===== config.mk =====
export PLATFORM = sky130hd
export DESIGN_NAME = three_wire_rtc_serial_master_unit
export DESIGN_NICKNAME = d
export VERILOG_FILES = /design/src/rtl/twrtc_pkg.sv /design/src/rtl/three_wire_rtc_serial_master_unit.sv
export SDC_FILE = /design/constraint.sdc
export NUM_CORES = 1
export LEC_CHECK = 0
export ABC_AREA = 1
export BUFFER_PORTS_ARGS = -buffer_cell sky130_fd_sc_hd__buf_2
export CAP_MARGIN = 20
export CORE_AREA = 3 3 91 93
export DETAILED_ROUTE_END_ITERATION = 10
export DIE_AREA = 0 0 94 96
export GPL_TIMING_DRIVEN = 0
export PLACE_DENSITY = 0.78
export SLEW_MARGIN = 10
export SYNTH_ARGS = -nofsm -noshare
export SYNTH_HDL_FRONTEND = slang
export SYNTH_SLANG_ARGS = --single-unit

===== constraint.sdc =====
create_clock -name clk -period 4.1 [get_ports clk]
set_input_delay 0.82 -clock clk [delete_from_list [all_inputs] [get_ports clk]]
set_output_delay 0.82 -clock clk [all_outputs]
set_load 0.01 [all_outputs]

===== src/rtl/twrtc_pkg.sv =====
package twrtc_pkg;

  typedef enum logic [2:0] {
    PH_IDLE     = 3'd0,
    PH_START    = 3'd1,
    PH_OUT_LOW  = 3'd2,
    PH_OUT_HIGH = 3'd3,
    PH_IN_LOW   = 3'd4,
    PH_IN_HIGH  = 3'd5,
    PH_STOP     = 3'd6
  } phase_t;

  localparam logic [15:0] HALF_PERIOD_RESET = 16'd50;
  localparam logic [3:0]  BITS_PER_BYTE     = 4'd8;

endpackage


===== src/rtl/three_wire_rtc_serial_master_unit.sv =====
// Master for a three-wire real-time-clock bus (chip enable, serial clock and
// a bidirectional data line). Each item on the input channel is one bus timer
// tick. It carries a start request, the operation (0 write, 1 read), the
// command byte, the write data and the level of the data pin on that tick.
// The input channel takes one item per cycle whenever the result register is
// free or is being emptied in the same cycle.
// Each accepted item yields exactly one item on the output channel in the cycle
// after: pin levels (chip_enable, serial_clock, serial_data_out, data_drive),
// busy_res, the done_res pulse and read_data. Throughput is one item per cycle
// without stalls, set by the single result register between the two sides.
// When the receiver stalls, the result register holds its item and in_ready
// drops until that item is taken, so no item is lost or repeated.
// The configuration channel writes half_period_ticks, the number of ticks per
// serial clock half period; a value of zero acts as one. It is always ready.
// Synchronous reset returns the bus to idle, clears the shift registers and
// loads a half period of 50 ticks. No result is pending after reset.
module three_wire_rtc_serial_master_unit (
  input  logic        clk,
  input  logic        rst,
  input  logic        in_valid,
  output logic        in_ready,
  input  logic        start_req,
  input  logic        operation,
  input  logic [7:0]  command_byte,
  input  logic [7:0]  write_data,
  input  logic        serial_data_in,
  output logic        out_valid,
  input  logic        out_ready,
  output logic        chip_enable,
  output logic        serial_clock,
  output logic        serial_data_out,
  output logic        data_drive,
  output logic        busy_res,
  output logic        done_res,
  output logic [7:0]  read_data,
  input  logic        cfg_valid,
  output logic        cfg_ready,
  input  logic [15:0] cfg_data
);
  import twrtc_pkg::*;

  logic [15:0] half_period_ticks;
  phase_t      phase, phase_next;
  logic [3:0]  bit_count, bit_count_next;
  logic [15:0] divider_count, divider_count_next;
  logic [7:0]  shift_out, shift_out_next;
  logic [7:0]  shift_in, shift_in_next;
  logic        is_read, is_read_next;
  logic [7:0]  pending_data, pending_data_next;
  logic        done_next;

  logic [15:0] half_period;
  logic [15:0] div_inc;
  logic [3:0]  bit_inc;
  logic        accept;

  logic ce_next, sclk_next, dout_next, drive_next;

  assign accept    = in_valid && in_ready;
  assign in_ready  = !out_valid || out_ready;
  assign cfg_ready = 1'b1;

  assign half_period = (half_period_ticks == 16'd0) ? 16'd1 : half_period_ticks;
  assign div_inc     = divider_count + 16'd1;
  assign bit_inc     = bit_count + 4'd1;

  always_comb begin
    phase_next         = phase;
    bit_count_next     = bit_count;
    divider_count_next = divider_count;
    shift_out_next     = shift_out;
    shift_in_next      = shift_in;
    is_read_next       = is_read;
    pending_data_next  = pending_data;
    done_next          = 1'b0;
    if (phase == PH_IDLE) begin
      if (start_req) begin
        is_read_next       = operation;
        shift_out_next     = {command_byte[7:1], operation};
        pending_data_next  = write_data;
        bit_count_next     = 4'd0;
        divider_count_next = 16'd0;
        phase_next         = PH_START;
      end
    end else begin
      divider_count_next = div_inc;
      if (div_inc >= half_period) begin
        divider_count_next = 16'd0;
        case (phase)
          PH_START: begin
            phase_next = PH_OUT_LOW;
          end
          PH_OUT_LOW: begin
            phase_next = PH_OUT_HIGH;
          end
          PH_OUT_HIGH: begin
            shift_out_next = {1'b0, shift_out[7:1]};
            bit_count_next = bit_inc;
            if (bit_inc == BITS_PER_BYTE) begin
              if (is_read) begin
                bit_count_next = 4'd0;
                phase_next     = PH_IN_LOW;
              end else begin
                shift_out_next = pending_data;
                phase_next     = PH_OUT_LOW;
              end
            end else if (bit_inc == 4'd0) begin
              phase_next = PH_STOP;
            end else begin
              phase_next = PH_OUT_LOW;
            end
          end
          PH_IN_LOW: begin
            shift_in_next = {serial_data_in, shift_in[7:1]};
            phase_next    = PH_IN_HIGH;
          end
          PH_IN_HIGH: begin
            bit_count_next = bit_inc;
            phase_next     = (bit_inc >= BITS_PER_BYTE) ? PH_STOP : PH_IN_LOW;
          end
          PH_STOP: begin
            phase_next     = PH_IDLE;
            bit_count_next = 4'd0;
            done_next      = 1'b1;
          end
          default: begin
            phase_next = PH_IDLE;
          end
        endcase
      end
    end
  end

  always_comb begin
    ce_next    = 1'b0;
    sclk_next  = 1'b0;
    dout_next  = 1'b0;
    drive_next = 1'b0;
    case (phase_next)
      PH_START, PH_OUT_LOW: begin
        ce_next    = 1'b1;
        drive_next = 1'b1;
        dout_next  = shift_out_next[0];
      end
      PH_OUT_HIGH: begin
        ce_next    = 1'b1;
        sclk_next  = 1'b1;
        drive_next = 1'b1;
        dout_next  = shift_out_next[0];
      end
      PH_IN_LOW, PH_STOP: begin
        ce_next = 1'b1;
      end
      PH_IN_HIGH: begin
        ce_next   = 1'b1;
        sclk_next = 1'b1;
      end
      default: begin
        ce_next = 1'b0;
      end
    endcase
  end

  always_ff @(posedge clk) begin
    if (rst) begin
      half_period_ticks <= HALF_PERIOD_RESET;
      phase             <= PH_IDLE;
      bit_count         <= 4'd0;
      divider_count     <= 16'd0;
      shift_out         <= 8'd0;
      shift_in          <= 8'd0;
      is_read           <= 1'b0;
      pending_data      <= 8'd0;
      out_valid         <= 1'b0;
    end else begin
      if (cfg_valid && cfg_ready) begin
        half_period_ticks <= cfg_data;
      end
      if (accept) begin
        phase         <= phase_next;
        bit_count     <= bit_count_next;
        divider_count <= divider_count_next;
        shift_out     <= shift_out_next;
        shift_in      <= shift_in_next;
        is_read       <= is_read_next;
        pending_data  <= pending_data_next;
        out_valid     <= 1'b1;
      end else if (out_ready) begin
        out_valid <= 1'b0;
      end
    end
  end

  always_ff @(posedge clk) begin
    if (accept) begin
      chip_enable     <= ce_next;
      serial_clock    <= sclk_next;
      serial_data_out <= dout_next;
      data_drive      <= drive_next;
      busy_res        <= (phase_next != PH_IDLE);
      done_res        <= done_next;
      read_data       <= shift_in_next;
    end
  end

endmodule


Word level (Yosys, flattened, before mapping) --
Index checks and enable logic that the tools add are counted.
Storage, ports and cells: register bits after elaboration 79, input port bits 40, output and inout port bits 17, word-level logic and storage cells 88
Cells by class: $add $sub $neg 2, order comparisons 2, eq/ne operators 14, muxes and demuxes 33, bitwise logic cells 1, reductions and logical operators 19
Operator list (number):
- 8-bit two-way mux | 9
- 16-bit two-way mux | 4
- 4-bit two-way mux | 5
- 3-bit == test, second input constant | 6
- 3-bit two-way mux | 6
- 16-bit by 1-bit adder with 16-bit output, second input constant | 1
- 16-bit greater-or-equal comparator | 1
- 16-bit zero test | 1
- 3-bit one-hot mux with 5 select lines | 1
- 3-bit by 2-bit == test with 1-bit output, second input constant | 4
- 4-bit one-hot mux with 3 select lines | 1
- 4-bit AND reduction | 2
- 3-bit by 1-bit == test with 1-bit output, second input constant | 2
- 1-bit two-way mux | 6
- 2-bit nonzero test | 3
- 6-bit OR reduction | 1
- 4-bit by 1-bit adder with 4-bit output, second input constant | 1
- 4-bit == test, second input constant | 1
- 4-bit greater-or-equal comparator, second input constant | 1
- 4-bit zero test | 1
- 4-bit nonzero test | 1
- 2-bit OR reduction | 2
- 3-bit zero test | 1
- 3-bit AND reduction | 1
- 9 further kinds | 9

Depth between registers and ports, before layout --
depth after elaboration 10, gate-level depth with buffers 20, gate-level depth less buffers 19

Worst setup path before layout --
Ideal clock, no wire load.
path type register to register, from reg divider_count[0], to reg chip_enable (data pin), library setup time 0.249 ns, data arrival time 2.613 ns, setup slack 1.237 ns, cell stages (with the launch flop) 21, buffers on the path 1, period minus slack after synthesis 2.863 ns, cells stage by stage dfxtp_1 > ha_1 > nand2_1 > nor2_2 > nand3_1 > nor2_2 > nand3_1 > xor2_1 > inv_1 > ha_1 > nand2_1 > o21ai_1 > a21oi_4 > nand2_4 > buf_6 > nand2_2 > nand2_4 > nor2_4 > nand2_2 > nand2_1 > inv_1
On the way: cells in the longest elaborated chain, start to end 7
RTL lines:
- start: declaration | line three_wire_rtc_serial_master_unit.sv:45 | logic [15:0] divider_count, divider_count_next;
- start signal: assignment | line three_wire_rtc_serial_master_unit.sv:182 | divider_count <= divider_count_next;
- 16-bit by 1-bit adder with 16-bit output (*) | line three_wire_rtc_serial_master_unit.sv:64 | assign div_inc = divider_count + 16'd1;
- 16-bit greater-or-equal comparator (*) | line three_wire_rtc_serial_master_unit.sv:87 | if (div_inc >= half_period) begin
- 3-bit two-way mux (*) | line three_wire_rtc_serial_master_unit.sv:87
- 3-bit two-way mux (*) | line three_wire_rtc_serial_master_unit.sv:76 | if (phase == PH_IDLE) begin
- 3-bit == test (tied with other cells) | line three_wire_rtc_serial_master_unit.sv:139 | case (phase_next)
- 6-bit OR reduction (no line) (*)
- 1-bit two-way mux (*) | line three_wire_rtc_serial_master_unit.sv:139
- named net ce_next | line three_wire_rtc_serial_master_unit.sv:57 | logic ce_next, sclk_next, dout_next, drive_next;
- end signal: assignment | line three_wire_rtc_serial_master_unit.sv:196 | chip_enable <= ce_next;
- end: declaration | line three_wire_rtc_serial_master_unit.sv:29 | output logic chip_enable,
Mark *: on every way through the listed nets, which the timed path passes. The rest lies on a longest branch. A chain may end at the register's enable or synchronous reset.

Final worst setup path --
from reg divider_count[0], to reg serial_data_out (data pin)
On the way: cells in the longest elaborated chain, start to end 6
RTL lines:
- 16-bit by 1-bit adder with 16-bit output (*) | line three_wire_rtc_serial_master_unit.sv:64
- 16-bit greater-or-equal comparator (*) | line three_wire_rtc_serial_master_unit.sv:87
- 3-bit two-way mux | line three_wire_rtc_serial_master_unit.sv:87
- 3-bit two-way mux | line three_wire_rtc_serial_master_unit.sv:76
- 3-bit by 2-bit == test with 1-bit output / 3-bit by 1-bit == test with 1-bit output (equally long branches) | line three_wire_rtc_serial_master_unit.sv:139
- 3-bit OR reduction (no line)
- end signal: assignment | line three_wire_rtc_serial_master_unit.sv:198 | serial_data_out <= dout_next;
- end: declaration | line three_wire_rtc_serial_master_unit.sv:31 | output logic serial_data_out,
Every way passes the cells marked *; elsewhere a longest branch is shown, timed or not. The select of a mux whose other input is x is not followed.

==> run summary <==
RUN STATUS
-------------------------------------------------------------------------------
Run status                                                         complete, no violations

FLOORPLANNING
-------------------------------------------------------------------------------
FP Rows                                                                      32
Starting density of the core                                             56.94%
Die area                                                             9024 sq um
Die span in y                                                             96 um
Horizontal extent of the die                                              94 um
I/O pin cnt                                                                  57
Area of the core                                                     7607 sq um

CTS
-------------------------------------------------------------------------------
Clk pin slew, worst setup/hold paths                                    0.08 ns
Largest buffer count on any clock path                                        2
Number of buffers added for setup after CTS                                   0
TritonCTS clock tree                                                        yes
H-Tree Level Count                                                            3
Count of hold buffers inserted by post-cts repair                             0
Count of clock tree sinks                                                    79
Post-cts sizing count                                                         0
CTS Buf Count                                                                 9
Cell at the root of the clock tree                                 sky130_fd_sc_hd__clkbuf_8
Clock insertion delay at the later pin of the skew report               0.36 ns

DRT
-------------------------------------------------------------------------------
Via/cell ratio                                                            5.028
# DRC                                                                         0
Iter 0 DRT Violations                                                       273
Detailed-routing iteration count for the pre-antenna-repair pass              5
Wirelength per Cell                                                    11.89 um
ANT nets after route                                                          0
Routed vias                                                               3,882
Detailed Route WL                                                       9176 um

PLACE
-------------------------------------------------------------------------------
Number of cells after detailed placement                                    756
Gpl congestion                                                           0.9271
DP HPWL                                                                 6917 um
Worst setup slack after placement                                     0.8365 ns
Quantity of I/O buffers inserted on ports                                    53

STA
-------------------------------------------------------------------------------
Final count of negative-setup-slack endpoints                                 0
Final period utilization                                                 80.54%
Fin. Hold Viols                                                               0
Least-Margin Pin Slew                                                 0.5028 ns
Final worst path period need                                           3.302 ns
Maximum frequency from static timing analysis                         302.8 MHz
Setup slack after layout                                              0.7978 ns
Unrepaired setup endpoints after global routing                              no
Hold Slack                                                            0.4896 ns
Number of max-slew violations in the final report                             0
Worst clock skew                                                    0.005768 ns
Slew Limit Headroom                                                      66.48%
Setup Total Neg Slack                                                      0 ns

SETUP PATH
-------------------------------------------------------------------------------
CP max FO                                                                    10
Kind of launch point of the worst setup path                           register
Worst Setup Path Type                                              register to register
CP endpoint kind                                                       register
Required arrival time at the worst endpoint                             4.22 ns
Crit path arrival time                                                  3.42 ns

FINAL LAYOUT
-------------------------------------------------------------------------------
Fill cells                                                                  712
Non-filler cells, final                                                     772
Fraction of final layout cells sized beyond drive strength 1             18.96%
Post-layout util                                                         64.67%
Diodes inserted                                                               0
Count of nets after finishing                                               723
Layout-stage area growth over the synthesis result                       13.58%

SYNTH
-------------------------------------------------------------------------------
Leading register cell type out of synthesis                        sky130_fd_sc_hd__dfxtp_1
Synth Instances                                                             601
Post-synthesis average cell area                                    7.207 sq um
Synth warn                                                                    0
Async S/R FF share, synth                                                    0%
Cell area after technology mapping                                   4332 sq um
Post-Syn Nets                                                               659
Sequential area share after synthesis                                    39.75%
Post-synthesis cell type count                                               39
Number of register bits inferred by synthesis                                79
Count of flip-flops with a built-in enable after synthesis                   14

GLOBAL ROUTE
-------------------------------------------------------------------------------
Congestion Overflow GR                                                        0
Pin count of the biggest net entering global routing                         24
Initial antenna violation count                                               0
Number of global-route vias before repair                                 3,574
Global-route usage over all layers                                       21.94%
First-pass GRT wire length                                            15,840 um

POWER AND IR DROP
-------------------------------------------------------------------------------
Largest voltage drop on the vdd net                                   0.2449 mV
Leakage                                                                2.402 nW
PwrDens                                                            351.7 nW/um^2

MIN PATH
-------------------------------------------------------------------------------
Path class of the lowest-slack min-delay path                      register to register

RUN
-------------------------------------------------------------------------------
Reported max-cap violation count                                              0

-- final timing paths --
path | from | end | slack (ns) | cells after the start
max | divider_count[0] | serial_data_out | 0.80 | 16
max reg2reg | divider_count[0] | serial_data_out | 0.80 | 16
min | half_period_ticks[10] | half_period_ticks[10] | 0.49 | 2
min reg2reg | half_period_ticks[10] | half_period_ticks[10] | 0.49 | 2
-- registers in the layout, summed over array words and instances (netlist names) --
signal / flops
chip_enable: 1
phase: 3
half_period_ticks: 16
divider_count: 16
shift_out: 8
serial_clock: 1
data_drive: 1
bit_count: 4
read_data: 8
done_res: 1
is_read: 1
serial_data_out: 1
shift_in: 8
busy_res: 1
pending_data: 8
out_valid: 1
-- cell usage after synthesis, types with 4 or more instances --
cell	number	area, sq um
sky130_fd_sc_hd__nor2_4	5	56.30
sky130_fd_sc_hd__nand3_1	32	160.2
sky130_fd_sc_hd__nand4_1	8	50.05
sky130_fd_sc_hd__nand3_2	4	40.04
sky130_fd_sc_hd__inv_2	13	48.80
sky130_fd_sc_hd__nand2_2	9	56.30
sky130_fd_sc_hd__dfxtp_1	65	1301
sky130_fd_sc_hd__a21oi_1	48	240.2
sky130_fd_sc_hd__xor2_1	10	87.58
sky130_fd_sc_hd__buf_2	7	35.03
sky130_fd_sc_hd__xnor2_1	4	35.03
sky130_fd_sc_hd__nor2_1	67	251.5
sky130_fd_sc_hd__nand2_4	4	45.04
sky130_fd_sc_hd__o21ai_1	12	60.06
sky130_fd_sc_hd__nand2_1	151	566.8
sky130_fd_sc_hd__ha_1	18	225.2
sky130_fd_sc_hd__o21ai_0	29	145.1
sky130_fd_sc_hd__clkbuf_1	6	22.52
sky130_fd_sc_hd__nor4_1	4	25.02
sky130_fd_sc_hd__inv_1	63	236.5
sky130_fd_sc_hd__edfxtp_1	14	420.4
sky130_fd_sc_hd__nor2_2	5	31.28
-- worst max-delay path: stages, from the launching register on --
cell and delay [ns]:
sky130_fd_sc_hd__dfxtp_1 0.44, sky130_fd_sc_hd__nand3_2 0.14, sky130_fd_sc_hd__nor2_2 0.21, sky130_fd_sc_hd__nand3_1 0.15, sky130_fd_sc_hd__nor2_1 0.19, sky130_fd_sc_hd__nand2_1 0.09, sky130_fd_sc_hd__xor2_1 0.23, sky130_fd_sc_hd__ha_1 0.29
sky130_fd_sc_hd__a21oi_1 0.22, sky130_fd_sc_hd__o21ai_1 0.13, sky130_fd_sc_hd__a21oi_4 0.31, sky130_fd_sc_hd__nand2_4 0.12, sky130_fd_sc_hd__buf_6 0.16, sky130_fd_sc_hd__nand2_2 0.06, sky130_fd_sc_hd__nand3_2 0.12, sky130_fd_sc_hd__o21bai_2 0.16
sky130_fd_sc_hd__nor2_1 0.05
-- metrics by stage --
| stage | total power, mW | area (sq um) |
|---|---|---|
| after detailed placement | 1.165 | 4725 |
| after CTS | 1.738 | 4920 |
| after global placement | 1.154 | 4725 |
| final | 1.730 | 4920 |
| after floorplan | 1.085 | 4332 |
| after global routing | 1.820 | 4920 |
-- kinds of logic (layout without fill, tap and decap cells) --
kind of cell / Yosys count / count (layout) / share of synthesized area [%]
xor+xnor: 14 / 14 / 2.831
fa+ha+maj: 18 / 18 / 5.199
compound gates: 98 / 98 / 12.25
simple gates: 294 / 294 / 30.59
buf+inv: 97 / 166 / 9.301
flops: 79 / 79 / 39.75
other cells: 1 / 1 / 0.08657
-- layer usage --
layer  GRT usage, %  share of wire [%]  vias up
met5              0                  0        -
met4          7.581                1.6        0
met3          3.597                4.6       16
met2          36.13                 45      104
met1          29.36                 48     1705
li1               -                  -     2057
-- power by group --
| part | leakage (nW) | switching (mW) | internal (mW) | total (mW) |
|---|---|---|---|---|
| Clock | 0.107 | 0.286 | 0.295 | 0.582 |
| Combinational | 1.62 | 0.179 | 0.103 | 0.282 |
| Sequential | 0.673 | 0.0250 | 0.841 | 0.866 |
| Total | 2.40 | 0.491 | 1.24 | 1.73 |
-- layout by cell type (no fill, tap or decap), drive strengths merged, types with 8 or more instances in the layout --
cell    count
nand2     164
inv        78
nor2       77
buf        67
dfxtp      65
a21oi      50
o21ai      42
nand3      37
ha         18
clkbuf     16
edfxtp     14
xor2       10
nand4       8
-- layout make-up --
| type | instances | area (sq um) | share of cell area (%) |
|---|---|---|---|
| inverters | 77 | 289.0 | 5.875 |
| multi-input cells | 425 | 2207 | 44.86 |
| clock buffers | 10 | 137.6 | 2.798 |
| repair buffers | 53 | 265.3 | 5.392 |
| clock inverters | 6 | 57.56 | 1.170 |
| flip-flops and latches | 79 | 1722 | 34.99 |
| plain buffers | 20 | 113.9 | 2.314 |
| well taps | 102 | 127.6 | 2.594 |
Power figures use the tool's default switching activity.
